**config.mk**
```make
export PLATFORM = sky130hd
export DESIGN_NAME = bitmap_range_set_clear_core
export DESIGN_NICKNAME = d
export VERILOG_FILES = /design/src/rtl/core/bmrsc_pkg.sv /design/src/rtl/core/bmrsc_front.sv /design/src/rtl/core/bmrsc_queue.sv /design/src/rtl/core/bmrsc_back.sv /design/src/rtl/core/bitmap_range_set_clear_core.sv
export SDC_FILE = /design/constraint.sdc
export NUM_CORES = 2
export LEC_CHECK = 0
export BUFFER_PORTS_ARGS = -buffer_cell sky130_fd_sc_hd__buf_2
export CAP_MARGIN = 25
export CORE_UTILIZATION = 35
export DETAILED_ROUTE_END_ITERATION = 10
export GPL_TIMING_DRIVEN = 1
export SLEW_MARGIN = 20
export SYNTH_ARGS = -nofsm -noshare
export SYNTH_HDL_FRONTEND = slang
export SYNTH_SLANG_ARGS = --single-unit
```
**constraint.sdc**
```tcl
create_clock -name clock -period 4.9 [get_ports clock]
set_input_delay 1.47 -clock clock [delete_from_list [all_inputs] [get_ports clock]]
set_output_delay 1.47 -clock clock [all_outputs]
set_load 0.03 [all_outputs]
```
**src/rtl/core/bmrsc_pkg.sv**
```systemverilog
`timescale 1ns / 1ps
`default_nettype none

package bmrsc_pkg;

   localparam int MAP_BITS_DEF   = 1024;
   localparam int WORD_WIDTH_DEF = 32;

   localparam int START_W  = 10;
   localparam int COUNT_W  = 11;
   localparam int RESULT_W = 32;
   // start + count never exceeds 3070, so bit positions fit here
   localparam int POS_W    = 12;

   localparam int QUEUE_DEPTH = 2;

   typedef enum logic [1:0] {
      OP_SET   = 2'd0,
      OP_CLEAR = 2'd1,
      OP_INIT  = 2'd2,
      OP_READ  = 2'd3
   } op_type;

   typedef struct packed {
      op_type               op;
      logic [START_W-1:0]   start_index;
      logic [COUNT_W-1:0]   bit_count;
      logic                 fill_value;
   } req_type;

   typedef struct packed {
      logic [RESULT_W-1:0]  word_value;
      logic [COUNT_W-1:0]   object_count;
   } rsp_type;

   // classified command handed from front to back
   typedef struct packed {
      op_type               op;
      logic [POS_W-1:0]     lo;
      logic [POS_W-1:0]     hi;
      logic                 fill;
      logic                 rd_ok;
   } cmd_type;

endpackage

`default_nettype wire

```
**src/rtl/core/bmrsc_front.sv**
```systemverilog
`timescale 1ns / 1ps
`default_nettype none

module bmrsc_front import bmrsc_pkg::*; #(
   parameter int MAP_BITS = MAP_BITS_DEF
) (
   input  wire logic    start,
   input  wire req_type req_item,
   input  wire logic    q_full,
   input  wire logic    clearing,
   output logic         busy,
   output logic         push,
   output cmd_type      cmd
);

   localparam int MB_W  = $clog2(MAP_BITS + 1);
   localparam int CMP_W = (MB_W > POS_W) ? MB_W : POS_W;

   logic [POS_W-1:0] end_sum;
   logic [POS_W-1:0] start_pos;
   logic [POS_W-1:0] hi_clip;
   logic             in_map;

   assign busy = clearing || q_full;
   assign push = start && !busy;

   always_comb begin
      start_pos = POS_W'(req_item.start_index);
      end_sum   = start_pos + POS_W'(req_item.bit_count);
      in_map    = CMP_W'(req_item.start_index) < CMP_W'(MAP_BITS);
      // clip the range at the map end
      if (CMP_W'(end_sum) > CMP_W'(MAP_BITS)) begin
         hi_clip = POS_W'(MAP_BITS);
      end else begin
         hi_clip = end_sum;
      end

      cmd.op    = req_item.op;
      cmd.fill  = req_item.fill_value;
      cmd.rd_ok = 1'b0;
      unique case (req_item.op)
         OP_SET, OP_CLEAR: begin
            cmd.lo = start_pos;
            cmd.hi = in_map ? hi_clip : start_pos;
         end
         OP_INIT: begin
            cmd.lo = '0;
            cmd.hi = POS_W'(req_item.bit_count);
         end
         OP_READ: begin
            cmd.lo    = start_pos;
            cmd.hi    = start_pos;
            cmd.rd_ok = in_map;
         end
      endcase
   end

endmodule

`default_nettype wire

```
**src/rtl/core/bmrsc_queue.sv**
```systemverilog
`timescale 1ns / 1ps
`default_nettype none

module bmrsc_queue import bmrsc_pkg::*; (
   input  wire logic    clock,
   input  wire logic    reset,
   input  wire logic    push,
   input  wire cmd_type push_data,
   input  wire logic    pop,
   output cmd_type      pop_data,
   output logic         empty,
   output logic         full
);

   localparam int PTR_W = (QUEUE_DEPTH > 1) ? $clog2(QUEUE_DEPTH) : 1;
   localparam int CNT_W = $clog2(QUEUE_DEPTH + 1);

   cmd_type            entries_ff [QUEUE_DEPTH];
   logic [PTR_W-1:0]   wr_ptr_ff;
   logic [PTR_W-1:0]   rd_ptr_ff;
   logic [CNT_W-1:0]   count_ff;

   assign empty    = (count_ff == '0);
   assign full     = (count_ff == CNT_W'(QUEUE_DEPTH));
   assign pop_data = entries_ff[rd_ptr_ff];

   always_ff @(posedge clock) begin
      if (push) begin
         entries_ff[wr_ptr_ff] <= push_data;
      end
   end

   always_ff @(posedge clock) begin
      if (reset) begin
         wr_ptr_ff <= '0;
         rd_ptr_ff <= '0;
         count_ff  <= '0;
      end else begin
         if (push) begin
            wr_ptr_ff <= (wr_ptr_ff == PTR_W'(QUEUE_DEPTH - 1)) ? '0 : wr_ptr_ff + PTR_W'(1);
         end
         if (pop) begin
            rd_ptr_ff <= (rd_ptr_ff == PTR_W'(QUEUE_DEPTH - 1)) ? '0 : rd_ptr_ff + PTR_W'(1);
         end
         if (push && !pop) begin
            count_ff <= count_ff + CNT_W'(1);
         end else if (pop && !push) begin
            count_ff <= count_ff - CNT_W'(1);
         end
      end
   end

endmodule

`default_nettype wire

```
**src/rtl/core/bmrsc_back.sv**
```systemverilog
`timescale 1ns / 1ps
`default_nettype none

module bmrsc_back import bmrsc_pkg::*; #(
   parameter int MAP_BITS   = MAP_BITS_DEF,
   parameter int WORD_WIDTH = WORD_WIDTH_DEF
) (
   input  wire logic    clock,
   input  wire logic    reset,
   input  wire logic    q_empty,
   input  wire cmd_type q_data,
   output logic         pop,
   output logic         clearing,
   output logic         rsp_strobe,
   output rsp_type      rsp_item
);

   localparam int NWORDS = (MAP_BITS + WORD_WIDTH - 1) / WORD_WIDTH;
   localparam int IW     = (NWORDS > 1) ? $clog2(NWORDS) : 1;
   localparam int BW     = $clog2(NWORDS * WORD_WIDTH + 1);
   localparam int CW     = (BW > POS_W) ? BW : POS_W;
   localparam int OW     = $clog2(WORD_WIDTH + 1);

   typedef enum logic [1:0] {
      S_CLEAR,
      S_IDLE,
      S_WALK,
      S_DRAIN
   } state_type;

   state_type               state_ff;
   cmd_type                 cmd_ff;
   logic [IW-1:0]           r_idx_ff;
   logic [CW-1:0]           r_base_ff;
   logic                    m_valid_ff;
   logic [IW-1:0]           m_idx_ff;
   logic [CW-1:0]           m_base_ff;
   logic                    m_last_ff;
   logic [COUNT_W-1:0]      objects_ff;
   logic [WORD_WIDTH-1:0]   rd_data_ff;
   logic                    rsp_strobe_ff;
   rsp_type                 rsp_item_ff;

   logic [WORD_WIDTH-1:0]   mem [NWORDS];

   logic [CW-1:0]           lo_c;
   logic [CW-1:0]           hi_c;
   logic [CW-1:0]           r_top;
   logic                    idx_end;
   logic                    found;
   logic                    issue_last;
   logic [CW-1:0]           m_top;
   logic                    in_win;
   logic [OW-1:0]           a_off;
   logic [OW-1:0]           b_off;
   logic [WORD_WIDTH-1:0]   mask;
   logic                    upd_we;
   logic [WORD_WIDTH-1:0]   upd_data;
   logic                    mem_we;
   logic [IW-1:0]           mem_waddr;
   logic [WORD_WIDTH-1:0]   mem_wdata;

   assign pop        = (state_ff == S_IDLE) && !q_empty;
   assign clearing   = (state_ff == S_CLEAR);
   assign rsp_strobe = rsp_strobe_ff;
   assign rsp_item   = rsp_item_ff;

   // issue side: decide whether the word being read is the last one
   always_comb begin
      lo_c    = CW'(cmd_ff.lo);
      hi_c    = CW'(cmd_ff.hi);
      r_top   = r_base_ff + CW'(WORD_WIDTH);
      idx_end = (r_idx_ff == IW'(NWORDS - 1));
      unique case (cmd_ff.op)
         OP_READ:                   found = lo_c < r_top;
         OP_SET, OP_CLEAR, OP_INIT: found = r_top >= hi_c;
      endcase
      issue_last = idx_end || found;
   end

   // update side: mask of range bits inside the word just read
   always_comb begin
      m_top  = m_base_ff + CW'(WORD_WIDTH);
      in_win = (lo_c < m_top) && (hi_c > m_base_ff);
      a_off  = (lo_c > m_base_ff) ? OW'(lo_c - m_base_ff) : '0;
      b_off  = (hi_c < m_top) ? OW'(hi_c - m_base_ff) : OW'(WORD_WIDTH);
      if (in_win) begin
         mask = ~({WORD_WIDTH{1'b1}} << b_off) & ({WORD_WIDTH{1'b1}} << a_off);
      end else begin
         mask = '0;
      end

      unique case (cmd_ff.op)
         OP_SET: begin
            upd_we   = m_valid_ff && in_win;
            upd_data = rd_data_ff | mask;
         end
         OP_CLEAR: begin
            upd_we   = m_valid_ff && in_win;
            upd_data = rd_data_ff & ~mask;
         end
         OP_INIT: begin
            // whole words while the word starts below the object count
            upd_we   = m_valid_ff && (m_base_ff < hi_c);
            upd_data = {WORD_WIDTH{cmd_ff.fill}};
         end
         OP_READ: begin
            upd_we   = 1'b0;
            upd_data = rd_data_ff;
         end
      endcase

      if (state_ff == S_CLEAR) begin
         mem_we    = 1'b1;
         mem_waddr = r_idx_ff;
         mem_wdata = '0;
      end else begin
         mem_we    = upd_we;
         mem_waddr = m_idx_ff;
         mem_wdata = upd_data;
      end
   end

   always_ff @(posedge clock) begin
      if (mem_we) begin
         mem[mem_waddr] <= mem_wdata;
      end
      rd_data_ff <= mem[r_idx_ff];
   end

   always_ff @(posedge clock) begin
      if (reset) begin
         state_ff      <= S_CLEAR;
         cmd_ff        <= '0;
         r_idx_ff      <= '0;
         m_valid_ff    <= 1'b0;
         rsp_strobe_ff <= 1'b0;
         objects_ff    <= '0;
      end else begin
         m_valid_ff    <= 1'b0;
         rsp_strobe_ff <= 1'b0;

         unique case (state_ff)
            S_CLEAR: begin
               if (idx_end) begin
                  state_ff <= S_IDLE;
               end else begin
                  r_idx_ff <= r_idx_ff + IW'(1);
               end
            end
            S_IDLE: begin
               if (!q_empty) begin
                  cmd_ff    <= q_data;
                  r_idx_ff  <= '0;
                  r_base_ff <= '0;
                  if (q_data.op == OP_INIT) begin
                     objects_ff <= q_data.hi[COUNT_W-1:0];
                  end
                  state_ff <= S_WALK;
               end
            end
            S_WALK: begin
               m_valid_ff <= 1'b1;
               m_idx_ff   <= r_idx_ff;
               m_base_ff  <= r_base_ff;
               m_last_ff  <= issue_last;
               if (issue_last) begin
                  state_ff <= S_DRAIN;
               end else begin
                  r_idx_ff  <= r_idx_ff + IW'(1);
                  r_base_ff <= r_top;
               end
            end
            S_DRAIN: begin
               state_ff <= S_IDLE;
            end
         endcase

         if (m_valid_ff && m_last_ff) begin
            rsp_strobe_ff            <= 1'b1;
            rsp_item_ff.object_count <= objects_ff;
            if (cmd_ff.op == OP_READ && cmd_ff.rd_ok) begin
               rsp_item_ff.word_value <= RESULT_W'(rd_data_ff);
            end else begin
               rsp_item_ff.word_value <= '0;
            end
         end
      end
   end

endmodule

`default_nettype wire

```
**src/rtl/core/bitmap_range_set_clear_core.sv**
```systemverilog
`timescale 1ns / 1ps
`default_nettype none

// channel   ports                          direction  handshake
// request   start, busy, req_item          in         taken when start && !busy
// response  rsp_strobe, rsp_item           out        one cycle, cannot be held off
//
// an item's walk reads n = 1 .. NWORDS store words, one store word a cycle, passing
// through S_IDLE, S_WALK and S_DRAIN of the word walker
// the request side queues up to two items while the walker is busy
// after reset the store is cleared one word a cycle, busy held high meanwhile
// the result is registered through m_last_ff and then rsp_strobe_ff after the walker's last word read

module bitmap_range_set_clear_core import bmrsc_pkg::*; #(
   parameter int MAP_BITS   = MAP_BITS_DEF,
   parameter int WORD_WIDTH = WORD_WIDTH_DEF
) (
   input  wire logic    clock,
   input  wire logic    reset,
   input  wire logic    start,
   output logic         busy,
   input  wire req_type req_item,
   output logic         rsp_strobe,
   output rsp_type      rsp_item
);

   logic    push;
   cmd_type push_cmd;
   logic    pop;
   cmd_type pop_cmd;
   logic    q_empty;
   logic    q_full;
   logic    clearing;

   bmrsc_front #(
      .MAP_BITS (MAP_BITS)
   ) u_front (
      .start    (start),
      .req_item (req_item),
      .q_full   (q_full),
      .clearing (clearing),
      .busy     (busy),
      .push     (push),
      .cmd      (push_cmd)
   );

   bmrsc_queue u_queue (
      .clock     (clock),
      .reset     (reset),
      .push      (push),
      .push_data (push_cmd),
      .pop       (pop),
      .pop_data  (pop_cmd),
      .empty     (q_empty),
      .full      (q_full)
   );

   bmrsc_back #(
      .MAP_BITS   (MAP_BITS),
      .WORD_WIDTH (WORD_WIDTH)
   ) u_back (
      .clock      (clock),
      .reset      (reset),
      .q_empty    (q_empty),
      .q_data     (pop_cmd),
      .pop        (pop),
      .clearing   (clearing),
      .rsp_strobe (rsp_strobe),
      .rsp_item   (rsp_item)
   );

endmodule

`default_nettype wire

```
* Word level (Yosys, flattened, before mapping)
Memories as Yosys holds them, arrays and structs flattened. A register that Yosys moved wholly into a read port is not among the register bits. Index checks and enable logic that the tools add are counted.
Operators by class: $add $sub $neg 10, order comparisons 8, eq/ne operators 17, shift-type cells 2, multiplexer cells 35, bitwise gates (word level) 7, reduce and logical (&&, ||, !) cells 32
Operators with widths (count):
- 32-bit one-hot mux with 4 select lines | 1
- 24-bit one-hot mux with 3 select lines | 1
- 32-bit bitwise AND | 2
- 32-bit two-way mux | 2
- 32-bit inverter | 2
- 32-bit by 6-bit left shift with 32-bit output, first input constant | 2
- 12-bit < comparator | 4
- 12-bit two-way mux | 3
- 32-bit bitwise OR | 1
- 12-bit by 6-bit adder with 12-bit output, second input constant | 2
- 12-bit greater-than comparator | 2
- 12-bit one-hot mux with 2 select lines | 1
- 5-bit two-way mux | 4
- 2-bit == test, second input constant | 8
- 5-bit one-hot mux with 3 select lines | 1
- 10-bit by 11-bit adder with 12-bit output | 1
- 12-bit greater-or-equal comparator | 1
- 12-bit by 11-bit greater-than comparator with 1-bit output, second input constant | 1
- 1-bit two-way mux | 12
- 6-bit two-way mux | 2
- 6-bit subtractor | 2
- 2-bit two-way mux | 5
- 1-bit logical AND | 9
- 2-bit logical NOT | 4
- other kinds (21) | 38
Word-level totals: register bits 125, memory bits (writable) 1080, bits of input ports 27, output and inout port bits 45, logic and storage cells 132, memories kept 2
Memories:
- u_back.mem | depth 32, width 32, read ports 1, clocked after Yosys merged registers in 1, write ports 1, line bmrsc_back.sv:44 | logic [WORD_WIDTH-1:0] mem [NWORDS];
- u_queue.entries_ff | depth 2, width 28, read ports 1, clocked after Yosys merged registers in 1, write ports 1, line bmrsc_queue.sv:18 | cmd_type entries_ff [QUEUE_DEPTH];

* Logic depth before layout (Yosys ltp)
word-level depth 11, mapped depth 14, gate-level depth less buffers 14

* Modules after synthesis
From an unflattened synthesis, not the netlist that was laid out.
Unflattened totals: cell total of the unflattened synthesis 2643, area, all modules 49618.8 um^2
By module, submodules not included:
- bmrsc_back | instances 1, cells each 2379, area an instance 46264.4 um^2, seq. area each 34242.8 um^2
- bmrsc_queue | instances 1, cells each 109, area an instance 2232.1 um^2, seq. area each 1781.7 um^2
- bmrsc_front | instances 1, cells each 155, area an instance 1122.3 um^2, seq. area each 0.0 um^2

* Least setup slack after synthesis
OpenSTA, ideal clock, no wires.
path kind register to register, start reg u_back.m_base_ff[5], end mem u_back.mem[0][4] (netlist name), data pin, library setup time 0.467 ns, arrival 4.032 ns, data required time 4.433 ns, setup slack 0.401 ns, cell stages (with the launch flop) 13, buffers on the path 0, period minus slack after synthesis 4.499 ns, cell sequence edfxtp_1 -> ha_1 -> nand3_1 -> or3_1 -> and2_1 -> ha_1 -> a21oi_1 -> nand2_1 -> a21oi_1 -> a21oi_2 -> nor3_1 -> a211oi_1 -> a211oi_1
On the way: cells in the longest elaborated chain, start to end 11, elaborated cells between the ends (all ways) 20, classes of those cells add/sub: 3; order compare: 4; shift: 2; mux: 5; bitwise: 5; reduce/logical: 1
Ends and longest elaborated chain:
- start: declaration | line bmrsc_back.sv:37 | logic [CW-1:0] m_base_ff;
- start signal: assignment | line bmrsc_back.sv:165 | m_base_ff <= r_base_ff;
- 12-bit by 6-bit adder with 12-bit output | line bmrsc_back.sv:83 | m_top = m_base_ff + CW'(WORD_WIDTH);
- 12-bit < comparator | line bmrsc_back.sv:86 | b_off = (hi_c < m_top) ? OW'(hi_c - m_base_ff) : OW'(WORD_WIDTH);
- 6-bit two-way mux | line bmrsc_back.sv:86
- 32-bit by 6-bit left shift with 32-bit output | line bmrsc_back.sv:88 | mask = ~({WORD_WIDTH{1'b1}} << b_off) & ({WORD_WIDTH{1'b1}} << a_off);
- 32-bit inverter | line bmrsc_back.sv:88
- 32-bit bitwise AND | line bmrsc_back.sv:88
- 32-bit two-way mux * | line bmrsc_back.sv:87 | if (in_win) begin
- 32-bit inverter | line bmrsc_back.sv:100 | upd_data = rd_data_ff & ~mask;
- 32-bit bitwise AND | line bmrsc_back.sv:100
- 32-bit one-hot mux with 4 select lines * | line bmrsc_back.sv:93 | unique case (cmd_ff.op)
- 32-bit two-way mux * | line bmrsc_back.sv:113 | if (state_ff == S_CLEAR) begin
- via u_back.mem_wdata[4] | line bmrsc_back.sv:61 | logic [WORD_WIDTH-1:0] mem_wdata;
- end: declaration | line bmrsc_back.sv:44
The timed path passes the listed nets; every way through them passes the cells marked *.

* Final worst setup path
start reg u_back.m_base_ff[9], end mem u_back.mem[20][10] (netlist name), data pin
The elaborated chain is that of the path after synthesis.

==> out/metrics.yaml <==
cp.buffers_inverters: 2
final_area_um2: 56900
critPathLaunchType: "flip-flop"
power_switching_mw: 7.91
synthXorXnorAreaFrac_pct: 0.305
max_stage_delay_ns: 0.90
antenna_left: 0
critical_path.top_delay_family: "compound AO/OA/AOI/OAI gates"
synth-seq-cells: 1222
grt_setup_unrepaired: "no"
finalSetupViolCount: 0
synth_compound_area_share_pct: 3.49
grt_pass1_vias: 25303
start_util_pct: 35.4
postCtsSetupBuffers: 0
yosys-top-cells-area: "edfxtp_1 70%, mux4_2 15%, dfxtp_1 3.4%"
overflow: 0
die_height_um: 375
synth_top_family_by_area: "multiplexers"
first_pass_iters: 7
syn2layout_area_growth_pct: 16.5
pwr-share-clk_pct: 34.2
crit_arrival_ns: 5.00
async_flop_share_pct: 0
critPathSlowestCell: "a221oi_1"
min_path_type: "reg2reg"
placed_area_um2: 52400
ys_types: 71
drive_gt1_share_pct: 30.1
io_pins: 72
row_count: 136
final_nets: 2699
end_kind: "flip-flop"
p_leak_nw: 18.2
grt_pass1_wl_um: 181000
grt_start_max_net_pins: 141
gp_congestion: 0.868
powerDensity_nw_per_um2: 520
clock_sinks: 1222
clockBufferDepth: 3
chipWidth_um: 375
netlist_area_um2: 48800
syn_inst: 2439
critPathRequiredTime_ns: 5.36
finalHoldViolations: 0
ir_drop_mv: 0.326
dieArea_um2: 141000
fin_crit_sh_pct: 92.6
htree_num_levels: 3
synth_area_per_cell_um2: 20.0
tightest_slew_ns: 1.02
synth.top_cell.area_share_pct: 70.1
drtIter0Drc: 2616
whs_ns: 0.433
hold_buffers: 0
num_antenna_cells: 0
slew_viol_final: 0
drc_errors: 0
yosysTopAreaCell: "edfxtp_1"
pwr-share-seq_pct: 45.3
clk_latency_ns: 0.76
worstSetupPathType: "reg2reg"
ctsResizeCount: 0
critical_path.max_fanout: 32
power_mw: 29.6
power.internal_mw: 21.7
cts_buffers: 121
min_period_ns: 4.54
wire_per_inst_um: 27.8
clk_pin_slew_ns: 0.06
cts_tree: "built"
status: "completed"
yosysSeqAreaShare_pct: 73.5
yosys.area_share.simple_pct: 3.20
slew-limit-headroom_pct: 32.0
finalWirelength_um: 126000
skew_ns: 0.0541
swShare_pct: 26.7
vias: 25169
crit_chain: "inv_1, ha_1, and2_0, o211ai_1, a21oi_1, nor3_1, nand3_1, a221oi_1, mux2i_1, a21oi_2, buf_4"
cts_root_buf: "clkbuf_16"
muxShareOfSynthArea_pct: 16.7
antenna_found_initial: 6
vias_per_cell: 5.57
hpwl_um: 70800
tns_ns: 0
yosys_warnings: 0
combPwrFrac_pct: 20.5
port_buffers: 71
max_cap_violations: 0
fmaxAchievable_ghz: 0.220
grtUsageTotal_pct: 17.8
synthAdderAreaFrac_pct: 1.37
ys.flop_type: "edfxtp_1"
core_area_um2: 138000
synth_edf_count: 1139
[routing by layer]
metal / routed length (um) / track usage, % / up-vias
met5: 16 / 0 / -
met4: 2640 / 4.37 / 4
met3: 10100 / 3.98 / 178
met2: 58500 / 27.8 / 1028
met1: 54300 / 25.3 / 13506
li1: - / - / 10453
[cell usage in the layout (no fill, tap or decap), drive strengths merged, types with 5 or more instances in the layout]
cell type,n
and3,14
o21ai,50
buf,185
edfxtp,1139
nor2,120
or2,7
inv,50
and2,53
o21a,7
ha,51
dfxtp,83
xor2,8
a21o,5
nor2b,16
nor3,26
clkinv,37
a221oi,6
a21oi,48
or3,7
clkbuf,162
nand2,34
o2bb2ai,8
nand3,17
mux2,34
mux4,320
o221ai,7
nand2b,7
mux2i,58
o211a,8
xnor2,9
clkinvlp,5
a211oi,58
bufinv,24
o211ai,9
[cell type report]
type                            count  area (um2)
Clock inverter                     69        1050
Timing Repair Buffer              185        1490
Clock buffer                      162        3360
Inverter                           47         176
Tap cell                         1794        2240
Fill cell                       11997       81000
Multi-Input combinational cell   1043       12700
Sequential cell                  1222       35900
[registers in the layout, summed over array words and instances (netlist names), 10 cells and up, named ones only]
| register | cells |
|---|---|
| u_back.rsp_item | 43 |
| u_back.hi_c | 12 |
| u_back.rd_data_ff | 32 |
| u_back.lo_c | 10 |
| u_back.objects_ff | 11 |
| u_queue.entries_ff | 52 |
| u_back.mem | 1024 |
[per-stage QoR]
step	setup slack (ns)	instances	utilization [%]
after detailed placement	0.257	4289	38.0
after CTS	0.336	4520	41.2
final	0.364	4522	41.3
after global routing	0.193	4522	41.3
after floorplan	0.401	2440	-
after global placement	0.330	4287	38.0
[path summary, 6_finish.rpt]
kind	start	to	slack, ns	cells past startpoint
hold / removal	u_back.objects_ff[0]	u_back.rsp_item[0]	0.43	0
setup reg to reg	u_back.m_base_ff[9]	u_back.mem[20][10]	0.36	11
setup / recovery	u_back.m_base_ff[9]	u_back.mem[20][10]	0.36	11
hold reg to reg	u_back.objects_ff[0]	u_back.rsp_item[0]	0.43	0
[cells by family (layout without fill, tap and decap cells)]
family | count (synthesis) | in the layout
flops | 1222 | 1222
other cells | 1 | 2
mux | 412 | 412
buf+inv | 175 | 463
fa+ha+maj | 53 | 53
compound gates | 243 | 243
simple gates | 316 | 316
xor+xnor | 17 | 17
[synthesized netlist by cell type (26+ instances only)]
library cell and n:
a211oi_1 57, a21oi_1 46, and2_1 50, clkbuf_1 98
dfxtp_1 83, edfxtp_1 1139, ha_1 51, inv_1 46
mux2_2 34, mux2i_1 58, mux4_2 320, nand2_1 34
nor2_1 119, nor3_1 26, o21ai_0 50
[power groups by stage]
stage                     registers, mW  clock network (mW)  logic, mW
after floorplan                    13.2                   0       4.21
after global placement             13.6                   0       5.95
after detailed placement           13.6                   0       6.10
after CTS                          13.4                10.3       6.13
after global routing               13.4                10.7       6.50
final                              13.4                10.1       6.07
(Power assumes the default switching activity.)
